## config.mk

```make
export PLATFORM = sky130hd
export DESIGN_NAME = command_range_router
export DESIGN_NICKNAME = d
export VERILOG_FILES = /design/src/sv/crr_pkg.sv /design/src/sv/crr_table_mem.sv /design/src/sv/crr_ctrl.sv /design/src/sv/command_range_router.sv
export SDC_FILE = /design/constraint.sdc
export NUM_CORES = 1
export LEC_CHECK = 0
export ABC_AREA = 1
export ABC_CLOCK_PERIOD_IN_PS = 2400
export BUFFER_PORTS_ARGS = -buffer_cell sky130_fd_sc_hd__buf_2
export CORE_AREA = 2 2 212 131
export DETAILED_ROUTE_END_ITERATION = 8
export DIE_AREA = 0 0 214 133
export PLACE_DENSITY = 0.74
export SLEW_MARGIN = 20
export SYNTH_ARGS = -nofsm -noshare
export SYNTH_HDL_FRONTEND = slang
export SYNTH_SLANG_ARGS = --single-unit
```

## constraint.sdc

```tcl
create_clock -name clock -period 2.4 [get_ports clock]
set_clock_uncertainty 0.15 [all_clocks]
set_input_delay 0.72 -clock clock [delete_from_list [all_inputs] [get_ports clock]]
set_output_delay 0.72 -clock clock [all_outputs]
set_load 0.02 [all_outputs]
```

## src/sv/crr_pkg.sv

```systemverilog
`default_nettype none
// ----------------------------------------------------------------------------
// crr_pkg
// Shared codes, field widths and types of the command range router.
// ----------------------------------------------------------------------------
package crr_pkg;

   localparam int MAX_SLOTS_DEFAULT = 16;

   localparam int REQ_TYPE_W  = 2;
   localparam int CODE_W      = 8;
   localparam int STATUS_W    = 2;
   localparam int SLOT_IDX_W  = 4;
   localparam int ENTRY_CNT_W = 5;

   // request kinds
   localparam logic [REQ_TYPE_W-1:0] REQ_REGISTER = 2'd0;
   localparam logic [REQ_TYPE_W-1:0] REQ_LOOKUP   = 2'd1;
   localparam logic [REQ_TYPE_W-1:0] REQ_CLEAR    = 2'd2;

   // response status codes
   localparam logic [STATUS_W-1:0] ST_OK          = 2'd0;
   localparam logic [STATUS_W-1:0] ST_FULL        = 2'd1;
   localparam logic [STATUS_W-1:0] ST_CONFLICT    = 2'd2;
   localparam logic [STATUS_W-1:0] ST_UNSUPPORTED = 2'd3;

   // one table entry, start in the upper byte
   typedef struct packed {
      logic [CODE_W-1:0] range_start;
      logic [CODE_W-1:0] range_end;
   } entry_type;

   // finished result handed from the sequencer to the output register
   typedef struct packed {
      logic [ENTRY_CNT_W-1:0] entry_count;
      logic [SLOT_IDX_W-1:0]  slot_index;
      logic [STATUS_W-1:0]    status;
   } result_type;

endpackage
`default_nettype wire

```

## src/sv/crr_table_mem.sv

```systemverilog
`default_nettype none
// ----------------------------------------------------------------------------
// crr_table_mem
// Range table storage: one write port, one read port with registered data.
// ----------------------------------------------------------------------------
module crr_table_mem #(
   parameter int DEPTH  = crr_pkg::MAX_SLOTS_DEFAULT,
   parameter int ADDR_W = 4
) (
   input  wire logic                clock,
   input  wire logic                wr_en,
   input  wire logic [ADDR_W-1:0]   wr_addr,
   input  wire crr_pkg::entry_type  wr_data,
   input  wire logic [ADDR_W-1:0]   rd_addr,
   output crr_pkg::entry_type       rd_data
);

   crr_pkg::entry_type entry_mem [DEPTH];
   crr_pkg::entry_type rd_data_ff;

   always_ff @(posedge clock) begin
      if (wr_en) begin
         entry_mem[wr_addr] <= wr_data;
      end
   end

   always_ff @(posedge clock) begin
      rd_data_ff <= entry_mem[rd_addr];
   end

   assign rd_data = rd_data_ff;

endmodule
`default_nettype wire

```

## src/sv/crr_ctrl.sv

```systemverilog
`default_nettype none
// ----------------------------------------------------------------------------
// crr_ctrl
// Request sequencer: walks the stored slots one per cycle, decides the
// outcome and commits table updates when the result is handed off.
// ----------------------------------------------------------------------------
module crr_ctrl #(
   parameter int MAX_SLOTS = crr_pkg::MAX_SLOTS_DEFAULT,
   parameter int ADDR_W    = 4,
   parameter int CNT_W     = 5
) (
   input  wire logic                           clock,
   input  wire logic                           reset,
   input  wire logic                           req_valid,
   output logic                                req_ready,
   input  wire logic [crr_pkg::REQ_TYPE_W-1:0] req_type,
   input  wire logic [crr_pkg::CODE_W-1:0]     range_start,
   input  wire logic [crr_pkg::CODE_W-1:0]     range_end,
   input  wire logic [crr_pkg::CODE_W-1:0]     lookup_code,
   output logic                                res_valid,
   input  wire logic                           res_ready,
   output crr_pkg::result_type                 res_data,
   output logic                                wr_en,
   output logic [ADDR_W-1:0]                   wr_addr,
   output crr_pkg::entry_type                  wr_data,
   output logic [ADDR_W-1:0]                   rd_addr,
   input  wire crr_pkg::entry_type             rd_data
);

   localparam logic [1:0] S_IDLE = 2'd0;
   localparam logic [1:0] S_SCAN = 2'd1;
   localparam logic [1:0] S_RESP = 2'd2;

   logic [1:0]                         state_ff, state_in;
   logic [crr_pkg::REQ_TYPE_W-1:0]     op_ff, op_in;
   logic [crr_pkg::CODE_W-1:0]         rs_ff, rs_in;
   logic [crr_pkg::CODE_W-1:0]         re_ff, re_in;
   logic [crr_pkg::CODE_W-1:0]         code_ff, code_in;
   logic [CNT_W-1:0]                   count_ff, count_in;
   logic [ADDR_W-1:0]                  idx_ff, idx_in;
   logic [crr_pkg::STATUS_W-1:0]       status_ff, status_in;
   logic [ADDR_W-1:0]                  slot_ff, slot_in;

   logic is_full;
   logic is_empty;
   logic is_last;
   logic overlap;
   logic contains;

   assign is_full  = (count_ff >= CNT_W'(MAX_SLOTS));
   assign is_empty = (count_ff == '0);
   assign is_last  = ((CNT_W'(idx_ff) + CNT_W'(1)) == count_ff);
   assign overlap  = !((re_ff < rd_data.range_start) || (rs_ff > rd_data.range_end));
   assign contains = (code_ff >= rd_data.range_start) && (code_ff <= rd_data.range_end);

   always_comb begin
      state_in  = state_ff;
      op_in     = op_ff;
      rs_in     = rs_ff;
      re_in     = re_ff;
      code_in   = code_ff;
      count_in  = count_ff;
      idx_in    = idx_ff;
      status_in = status_ff;
      slot_in   = slot_ff;
      req_ready = 1'b0;
      res_valid = 1'b0;
      wr_en     = 1'b0;

      unique case (state_ff)
         S_IDLE: begin
            req_ready = 1'b1;
            if (req_valid) begin
               op_in     = req_type;
               rs_in     = range_start;
               re_in     = range_end;
               code_in   = lookup_code;
               idx_in    = '0;
               slot_in   = '0;
               state_in  = S_RESP;
               status_in = crr_pkg::ST_UNSUPPORTED;
               unique case (req_type)
                  crr_pkg::REQ_REGISTER: begin
                     if (is_full) begin
                        status_in = crr_pkg::ST_FULL;
                     end else if (is_empty) begin
                        status_in = crr_pkg::ST_OK;
                        slot_in   = count_ff[ADDR_W-1:0];
                     end else begin
                        state_in = S_SCAN;
                     end
                  end
                  crr_pkg::REQ_LOOKUP: begin
                     if (!is_empty) begin
                        state_in = S_SCAN;
                     end
                  end
                  crr_pkg::REQ_CLEAR: begin
                     status_in = crr_pkg::ST_OK;
                  end
                  default: begin
                     status_in = crr_pkg::ST_UNSUPPORTED;
                  end
               endcase
            end
         end
         S_SCAN: begin
            // read data belongs to slot idx_ff
            if (op_ff == crr_pkg::REQ_REGISTER) begin
               if (overlap) begin
                  status_in = crr_pkg::ST_CONFLICT;
                  state_in  = S_RESP;
               end else if (is_last) begin
                  status_in = crr_pkg::ST_OK;
                  slot_in   = count_ff[ADDR_W-1:0];
                  state_in  = S_RESP;
               end else begin
                  idx_in = idx_ff + ADDR_W'(1);
               end
            end else begin
               if (contains) begin
                  status_in = crr_pkg::ST_OK;
                  slot_in   = idx_ff;
                  state_in  = S_RESP;
               end else if (is_last) begin
                  status_in = crr_pkg::ST_UNSUPPORTED;
                  state_in  = S_RESP;
               end else begin
                  idx_in = idx_ff + ADDR_W'(1);
               end
            end
         end
         S_RESP: begin
            res_valid = 1'b1;
            if (res_ready) begin
               // commit the table update with the hand-off
               if ((op_ff == crr_pkg::REQ_REGISTER) && (status_ff == crr_pkg::ST_OK)) begin
                  wr_en    = 1'b1;
                  count_in = count_ff + CNT_W'(1);
               end else if (op_ff == crr_pkg::REQ_CLEAR) begin
                  count_in = '0;
               end
               state_in = S_IDLE;
            end
         end
         default: begin
            state_in = S_IDLE;
         end
      endcase
   end

   always_comb begin
      logic [CNT_W-1:0] after_count;
      after_count = count_ff;
      if ((op_ff == crr_pkg::REQ_REGISTER) && (status_ff == crr_pkg::ST_OK)) begin
         after_count = count_ff + CNT_W'(1);
      end else if (op_ff == crr_pkg::REQ_CLEAR) begin
         after_count = '0;
      end
      res_data.status      = status_ff;
      res_data.slot_index  = crr_pkg::SLOT_IDX_W'(slot_ff);
      res_data.entry_count = crr_pkg::ENTRY_CNT_W'(after_count);
   end

   assign wr_addr = count_ff[ADDR_W-1:0];
   assign wr_data = {rs_ff, re_ff};
   assign rd_addr = idx_in;

   always_ff @(posedge clock) begin
      if (reset) begin
         state_ff <= S_IDLE;
         count_ff <= '0;
      end else begin
         state_ff <= state_in;
         count_ff <= count_in;
      end
   end

   always_ff @(posedge clock) begin
      op_ff     <= op_in;
      rs_ff     <= rs_in;
      re_ff     <= re_in;
      code_ff   <= code_in;
      idx_ff    <= idx_in;
      status_ff <= status_in;
      slot_ff   <= slot_in;
   end

endmodule
`default_nettype wire

```

## src/sv/command_range_router.sv

```systemverilog
`default_nettype none
// ----------------------------------------------------------------------------
// command_range_router
// Table of command-code ranges with register, lookup and clear requests.
// ----------------------------------------------------------------------------
// A request is taken in the idle state. Register requests on a table that is
// not full and lookup requests then walk the stored slots through the table
// memory's single read port, one slot per cycle, stopping at the first
// overlap or match; the response state then hands the result to the output
// register once it is free. Clear, full-table and unused request kinds go
// straight to the response state. The output register lets the next request
// enter while a response waits on rsp_tready. The table needs no clearing
// pass after reset: only slots below the entry count are ever read.
// ----------------------------------------------------------------------------
module command_range_router #(
   parameter int MAX_SLOTS = crr_pkg::MAX_SLOTS_DEFAULT
) (
   input  wire logic        clock,
   input  wire logic        reset,
   input  wire logic        req_tvalid,
   output logic             req_tready,
   input  wire logic [23:0] req_tdata,   // range_start[7:0], range_end[15:8], lookup_code[23:16]
   input  wire logic [1:0]  req_tuser,   // req_type[1:0]
   output logic             rsp_tvalid,
   input  wire logic        rsp_tready,
   output logic [15:0]      rsp_tdata    // status[1:0], slot_index[5:2], entry_count[10:6]
);

   localparam int ADDR_W = (MAX_SLOTS > 1) ? $clog2(MAX_SLOTS) : 1;
   localparam int CNT_W  = $clog2(MAX_SLOTS + 1);

   logic                  res_valid;
   logic                  res_ready;
   crr_pkg::result_type   res_data;
   logic                  wr_en;
   logic [ADDR_W-1:0]     wr_addr;
   crr_pkg::entry_type    wr_data;
   logic [ADDR_W-1:0]     rd_addr;
   crr_pkg::entry_type    rd_data;

   logic                  rsp_valid_ff, rsp_valid_in;
   crr_pkg::result_type   rsp_data_ff;

   crr_ctrl #(
      .MAX_SLOTS (MAX_SLOTS),
      .ADDR_W    (ADDR_W),
      .CNT_W     (CNT_W)
   ) u_ctrl (
      .clock       (clock),
      .reset       (reset),
      .req_valid   (req_tvalid),
      .req_ready   (req_tready),
      .req_type    (req_tuser),
      .range_start (req_tdata[7:0]),
      .range_end   (req_tdata[15:8]),
      .lookup_code (req_tdata[23:16]),
      .res_valid   (res_valid),
      .res_ready   (res_ready),
      .res_data    (res_data),
      .wr_en       (wr_en),
      .wr_addr     (wr_addr),
      .wr_data     (wr_data),
      .rd_addr     (rd_addr),
      .rd_data     (rd_data)
   );

   crr_table_mem #(
      .DEPTH  (MAX_SLOTS),
      .ADDR_W (ADDR_W)
   ) u_table_mem (
      .clock   (clock),
      .wr_en   (wr_en),
      .wr_addr (wr_addr),
      .wr_data (wr_data),
      .rd_addr (rd_addr),
      .rd_data (rd_data)
   );

   // load a new response once the held one is gone or leaves this cycle
   assign res_ready = !rsp_valid_ff || rsp_tready;

   always_comb begin
      rsp_valid_in = rsp_valid_ff;
      if (res_valid && res_ready) begin
         rsp_valid_in = 1'b1;
      end else if (rsp_tready) begin
         rsp_valid_in = 1'b0;
      end
   end

   always_ff @(posedge clock) begin
      if (reset) begin
         rsp_valid_ff <= 1'b0;
      end else begin
         rsp_valid_ff <= rsp_valid_in;
      end
   end

   always_ff @(posedge clock) begin
      if (res_valid && res_ready) begin
         rsp_data_ff <= res_data;
      end
   end

   assign rsp_tvalid = rsp_valid_ff;
   assign rsp_tdata  = {5'd0, rsp_data_ff};

endmodule
`default_nettype wire
```

## After elaboration in Yosys (flattened, before gate mapping)

Memory sizes are Yosys's and may differ from the RTL's. A register that Yosys moved wholly into a read port is not among the register bits.
Cells that the tools add are included.
W data, S select, Z words.

- Memories: 1
- Input port bits: 30
- Bits in writable memories: 256
- Output and inout bits: 18
- Register bits: 55

Memories:

| name | words | width | rd ports | clocked after memory_dff | write ports | RTL line | source |
|---|---|---|---|---|---|---|---|
| u_table_mem.entry_mem | 16 | 16 | 1 | 1 | 1 | crr_table_mem.sv:18 | `crr_pkg::entry_type entry_mem [DEPTH];` |

- Reduce and logical (&&, ||, !) cells: 18
- Equality and inequality tests: 13
- Order comparisons: 5
- Add/sub/neg operators: 3
- Muxes and demuxes: 46

Operator list:

| operator | count |
|---|---|
| $mux W4 | 13 |
| $mux W2 | 16 |
| $pmux W4 S2 | 2 |
| $pmux W2 S2 | 3 |
| $mux W5 | 2 |
| $mux W1 | 9 |
| $ge A8 B8 Y1 | 1 |
| $gt A8 B8 Y1 | 1 |
| $le A8 B8 Y1 | 1 |
| $logic_not A2 Y1 | 4 |
| $lt A8 B8 Y1 | 1 |
| $eq A2 B2 Y1 const B | 3 |
| $ne A3 B2 Y1 const B | 2 |
| $pmux W2 S3 | 1 |
| $reduce_and A2 Y1 | 3 |
| $add A4 B1 Y5 const B | 1 |
| $add A5 B1 Y5 const B | 1 |
| $eq A5 B5 Y1 | 1 |
| $ge A5 B5 Y1 const B | 1 |
| $logic_not A5 Y1 | 1 |
| $reduce_and A5 Y1 | 1 |
| $add A4 B1 Y4 const B | 1 |
| $eq A2 B1 Y1 const B | 2 |
| $ne A2 B2 Y1 const B | 2 |
| 8 further kinds | 12 |

## Longest topological paths before layout

- Depth in word-level cells: 7
- Depth in mapped cells: 22
- Gate-level depth less buffers: 20

## Modules after synthesis

From an unflattened synthesis, not the netlist that was laid out.

- Cell total of the unflattened synthesis: 1426
- Area total of the unflattened synthesis: 14592.7 µm²

Modules (own cells, without submodules):

| module | area an instance (µm²) | times used | seq. area each (µm²) | cells an instance |
|---|---|---|---|---|
| crr_table_mem | 11380.9 | 1 | 8007.7 | 1074 |
| crr_ctrl | 2792.7 | 1 | 1181.1 | 329 |
| command_range_router | 419.2 | 1 | 350.3 | 23 |

## Worst setup path before layout

No wires, ideal clock.

- Kind: input to register
- From: input rsp_tready
- To: memory u_table_mem.entry_mem[11][0] (netlist bit), enable pin
- Path slack: -173 ps
- Stages on the path: 6
- Data required time: 1862 ps
- Path buffers: 0
- Arrival: 2035 ps
- Cells stage by stage: nor2_1 > inv_1 > nand2_1 > inv_1 > nand2_1 > nor2_1

- Cells in the longest elaborated chain, start to end: 5

Ends and longest elaborated chain:

| what | RTL line | source |
|---|---|---|
| start: declaration | command_range_router.sv:25 | `input wire logic rsp_tready,` |
| $logic_or A1 B1 Y1 | command_range_router.sv:80 | `assign res_ready = !rsp_valid_ff \|\| rsp_tready;` |
| $mux W1 | crr_ctrl.sv:135 | `if (res_ready) begin` |
| $mux W1 | crr_ctrl.sv:70 | `unique case (state_ff)` |
| $mux W1 | crr_table_mem.sv:22 | `if (wr_en) begin` |
| $mux W1 (not written as such) | crr_table_mem.sv:23 | `entry_mem[wr_addr] <= wr_data;` |
| end: declaration | crr_table_mem.sv:18 |  |

No other way between the ends.

## Worst setup path after layout

- From: register u_ctrl.rs_ff[1] (netlist bit)
- To: register, netlist name u_table_mem.rd_data[7]

- Cells in the longest elaborated chain, start to end: 5

Ends and longest elaborated chain:

| what | RTL line | source |
|---|---|---|
| start: declaration | crr_ctrl.sv:36 | `logic [crr_pkg::CODE_W-1:0] rs_ff, rs_in;` |
| start signal: assignment | crr_ctrl.sv:181 | `rs_ff <= rs_in;` |
| $gt A8 B8 Y1 | crr_ctrl.sv:53 | `assign overlap = !((re_ff < rd_data.range_start) \|\| (rs_ff > rd_data.range_end));` |
| $logic_or A1 B1 Y1 | crr_ctrl.sv:53 |  |
| $mux W4 | crr_ctrl.sv:110 | `if (overlap) begin` |
| $mux W4 | crr_ctrl.sv:109 | `if (op_ff == crr_pkg::REQ_REGISTER) begin` |
| $pmux W4 S2 | crr_ctrl.sv:70 |  |

No other way between the ends.
A chain may end at the register's enable or synchronous reset.

==> metrics.csv <==
stage,metric,value,unit
status,status,finished with violations,
status,violations,negative setup slack,
worst_setup_path,critPathCaptureType,flip-flop,
floorplan,rows,47,
floorplan,start_util,0.546,
routing,drc,0,
routing,drt-pass1-iter-count,6,
finish,area_delta_synth_final,26.3,%
floorplan,dieArea,28500,µm²
global_route,grt_pass1_wl,62500,µm
synthesis,synth_seq_cells,327,
routing,vias_per_cell,5.84,
finish,n_antenna_cell,0,
floorplan,io_pins,48,
place,port_buffers,42,
routing,drtAntennaViolNets,0,
worst_setup_path,crit_top_cell,nand2_1,
finish,drive_gt1_frac,0.242,
timing,slew_viol_final,0,
synthesis,async_flop_share,0,
worst_setup_path,cp_slowest_stage_delay,0.52,ns
synthesis,synth_area_leaders,"edfxtp_1 61%, nand3_1 8.7%, nand2_1 8.2%",
clock_tree,clkSlewWorstSetupHoldPaths,0.07,ns
place,dp_hpwl,25900,µm
synthesis,ys_seq_area_frac,0.653,
global_route,grt_usage,0.295,
timing,period_minus_slack,3.03,ns
global_route,grt_max_degree,37,
timing,hold_viol_final,0,
synthesis,synth-xor-area-share,0.00120,
finish,final_cell_area,18400,µm²
global_route,antenna_found_initial,0,
timing,fin_ws,-0.627,ns
synthesis,synth-simple-area-share,0.218,
timing,fin_tns_setup,-10.69,ns
clock_tree,cts_buffer_depth,3,
synthesis,syn-cell-area,14600,µm²
routing,wl_per_cell,23.0,µm
power,ir_drop,0.000770,V
worst_setup_path,critPathRequiredTime,2.71,ns
worst_setup_path,critPathSlowestCell,edfxtp_1,
routing,drt_wl_total,44100,µm
global_route,grt_pass1_vias,10700,
synthesis,synth-main-ff-cell,edfxtp_1,
timing,period_share,1.26,
power,p_per_area,1140,nW/µm²
clock_tree,cts_tree,built,
timing,max_freq,330,MHz
synthesis,syn_area_per_cell,10.7,µm²
floorplan,die_h,133,µm
synthesis,ys_warn_count,0,
floorplan,coreArea,26800,µm²
synthesis,synthCells,1371,
synthesis,synth_common_cells,"320 x nand2_1, 299 x edfxtp_1, 255 x nand3_1",
clock_tree,h-tree-depth,1,
synthesis,synth_cell_types,37,
finish,fillers,1804,
worst_setup_path,crit_chain,ha_1 > nand2_1 > nand2_1 > nand2_1 > nand2_1 > nand2_1 > nand2_1 > nand2_2 > nand2_2 > nand3_2 > nand2_2 > nand2_2 > nand3_4 > buf_12 > nand3_1 > nand3_1 > nand3_2 > nand2_1,
global_route,grt-ovfl-total,0,
place,place_area,16400,µm²
power,leakage,0.00774,µW
clock_tree,cts_num_sinks,327,
synthesis,synthMuxAreaShare,0,
clock_tree,clk_latency,0.57,ns
worst_setup_path,critPathLaunchType,flip-flop,
routing,drt_iter0_drc,1627,
synthesis,synth_top_family_by_area,simple AND/OR/NAND/NOR gates,
synthesis,post-synth-top-count-cell,nand2_1,
synthesis,yosysTopAreaCellShare,0.615,
timing,setup_violations,27,
timing,rsz0062_at_grt,true,
worst_hold_path,hp-class,in2reg,
run,maxCapViolCount,0,
synthesis,synth-edff-count,299,
synthesis,synth-compound-area-share,0.0157,
synthesis,yosys.area.top_type,edfxtp_1,
synthesis,synthAdderAreaFrac,0.0308,
timing,whs,0.174,ns
clock_tree,cts-root-buf,clkbuf_16,
worst_setup_path,worstPathMaxFanout,21,
clock_tree,cts_buffers,30,
place,place_ws,-0.479,ns
floorplan,die_x,214,µm
worst_setup_path,critPathArrivalTime,3.33,ns
finish,finalNetCount,1593,
routing,num_vias,11200,
worst_setup_path,critPathKind,reg2reg,
place,gp_congestion,0.955,
cells by family (layout without fill, tap and decap cells):
family | Yosys count | count (layout)
AO/OA/AOI/OAI | 42 | 42
buffers and inverters | 277 | 453
flip-flops | 327 | 327
AND/OR/NAND/NOR | 686 | 686
other | 1 | 5
XOR/XNOR | 2 | 2
adder cells (fa/ha/maj) | 36 | 36
final timing paths:
path,start,to,slack (ns),cells past startpoint
max,u_ctrl.rs_ff[1],u_table_mem.rd_data[7],-0.63,18
min,req_tdata[19],u_ctrl.code_ff[3],0.17,1
max reg2reg,u_ctrl.rs_ff[1],u_table_mem.rd_data[7],-0.63,18
min reg2reg,u_ctrl.slot_ff[2],rsp_tdata[4],0.27,0
layout by cell type (no fill, tap or decap), types with 2 or more instances in the layout:
cell        instances
inv_2               5
a21oi_1            20
inv_6               2
nor2_4              3
conb_1              5
a21o_1              3
inv_1             203
nand3b_1           48
nor2_1             15
nand2_1           288
nand3_1           196
nor4_1              2
bufinv_16           3
edfxtp_1          299
nand3_2            58
nand4_1             5
clkinvlp_4          2
buf_16              6
o22ai_1             2
buf_6               9
dfxtp_1            28
buf_8               4
buf_4              76
ha_4                7
nand3_4             5
ha_1               29
buf_2              42
nor2_2             21
nor3_1              4
clkbuf_8            6
o21ai_0            11
clkbuf_1            7
nand2_2            34
buf_12             44
clkinv_2            5
clkbuf_16          36
power by group:
part | internal, µW | switching (µW) | leakage, µW | total, µW
Clock | 2880 | 2130 | 0.000502 | 5000
Combinational | 3580 | 5120 | 0.00429 | 8700
Sequential | 6960 | 327 | 0.00295 | 7280
Total | 13400 | 7570 | 0.00774 | 21000
critical path, delay by kind of cell, from the launching register on:
kind | cells | cell delay, ns
fa+ha+maj | 1 | 0.36
buf+inv | 1 | 0.24
simple gates | 16 | 1.63
flops | 1 | 0.52
layer usage:
| layer | part of all wire | wire (µm) | global-route usage |
|---|---|---|---|
| met2 | 0.43 | 18900 | 0.428 |
| met1 | 0.39 | 17200 | 0.418 |
| met5 | 0 | 0 | 0 |
| met4 | 0.032 | 1400 | 0.0905 |
| met3 | 0.15 | 6630 | 0.107 |
flip-flops by register name, indices dropped and copies added, names as in the netlist, 4 cells and up:
name                   flops
u_table_mem.entry_mem    256
u_table_mem.rd_data       16
rsp_tdata                 11
u_ctrl.code_ff             8
u_ctrl.re_ff               8
u_ctrl.rs_ff               8
u_ctrl.count_ff            5
u_ctrl.idx_ff              4
u_ctrl.slot_ff             4
layout make-up:
type	count	area (µm²)	area share
clock buffer	44	885	0.0480
timing repair buffer	186	2110	0.115
timing repair inverter	1	11.3	0.000610
tap	367	459	0.0249
clock inverter	12	143	0.00773
sequential	327	9540	0.517
inverter	210	806	0.0437
multi-input combinational	771	4490	0.243
per-stage QoR:
step	util	std cells	total power (µW)
finish	0.689	1918	21000
global route	0.689	1918	21800
CTS	0.668	1906	19900
detailed placement	0.611	1837	13900
global placement	0.611	1837	13700
floorplan	-	1375	11200
repair_timing:
| item | 4_1_cts | 5_1_grt |
|---|---|---|
| setup buffers | 6 | 6 |
| hold buffers | 0 | 0 |
| gates cloned | 7 | 7 |
| setup endpoints to repair | 24 | 54 |
| pin swaps | 21 | 27 |
| gates resized for setup | 54 | 95 |
Note: power is estimated with default switching activity, not from simulation.
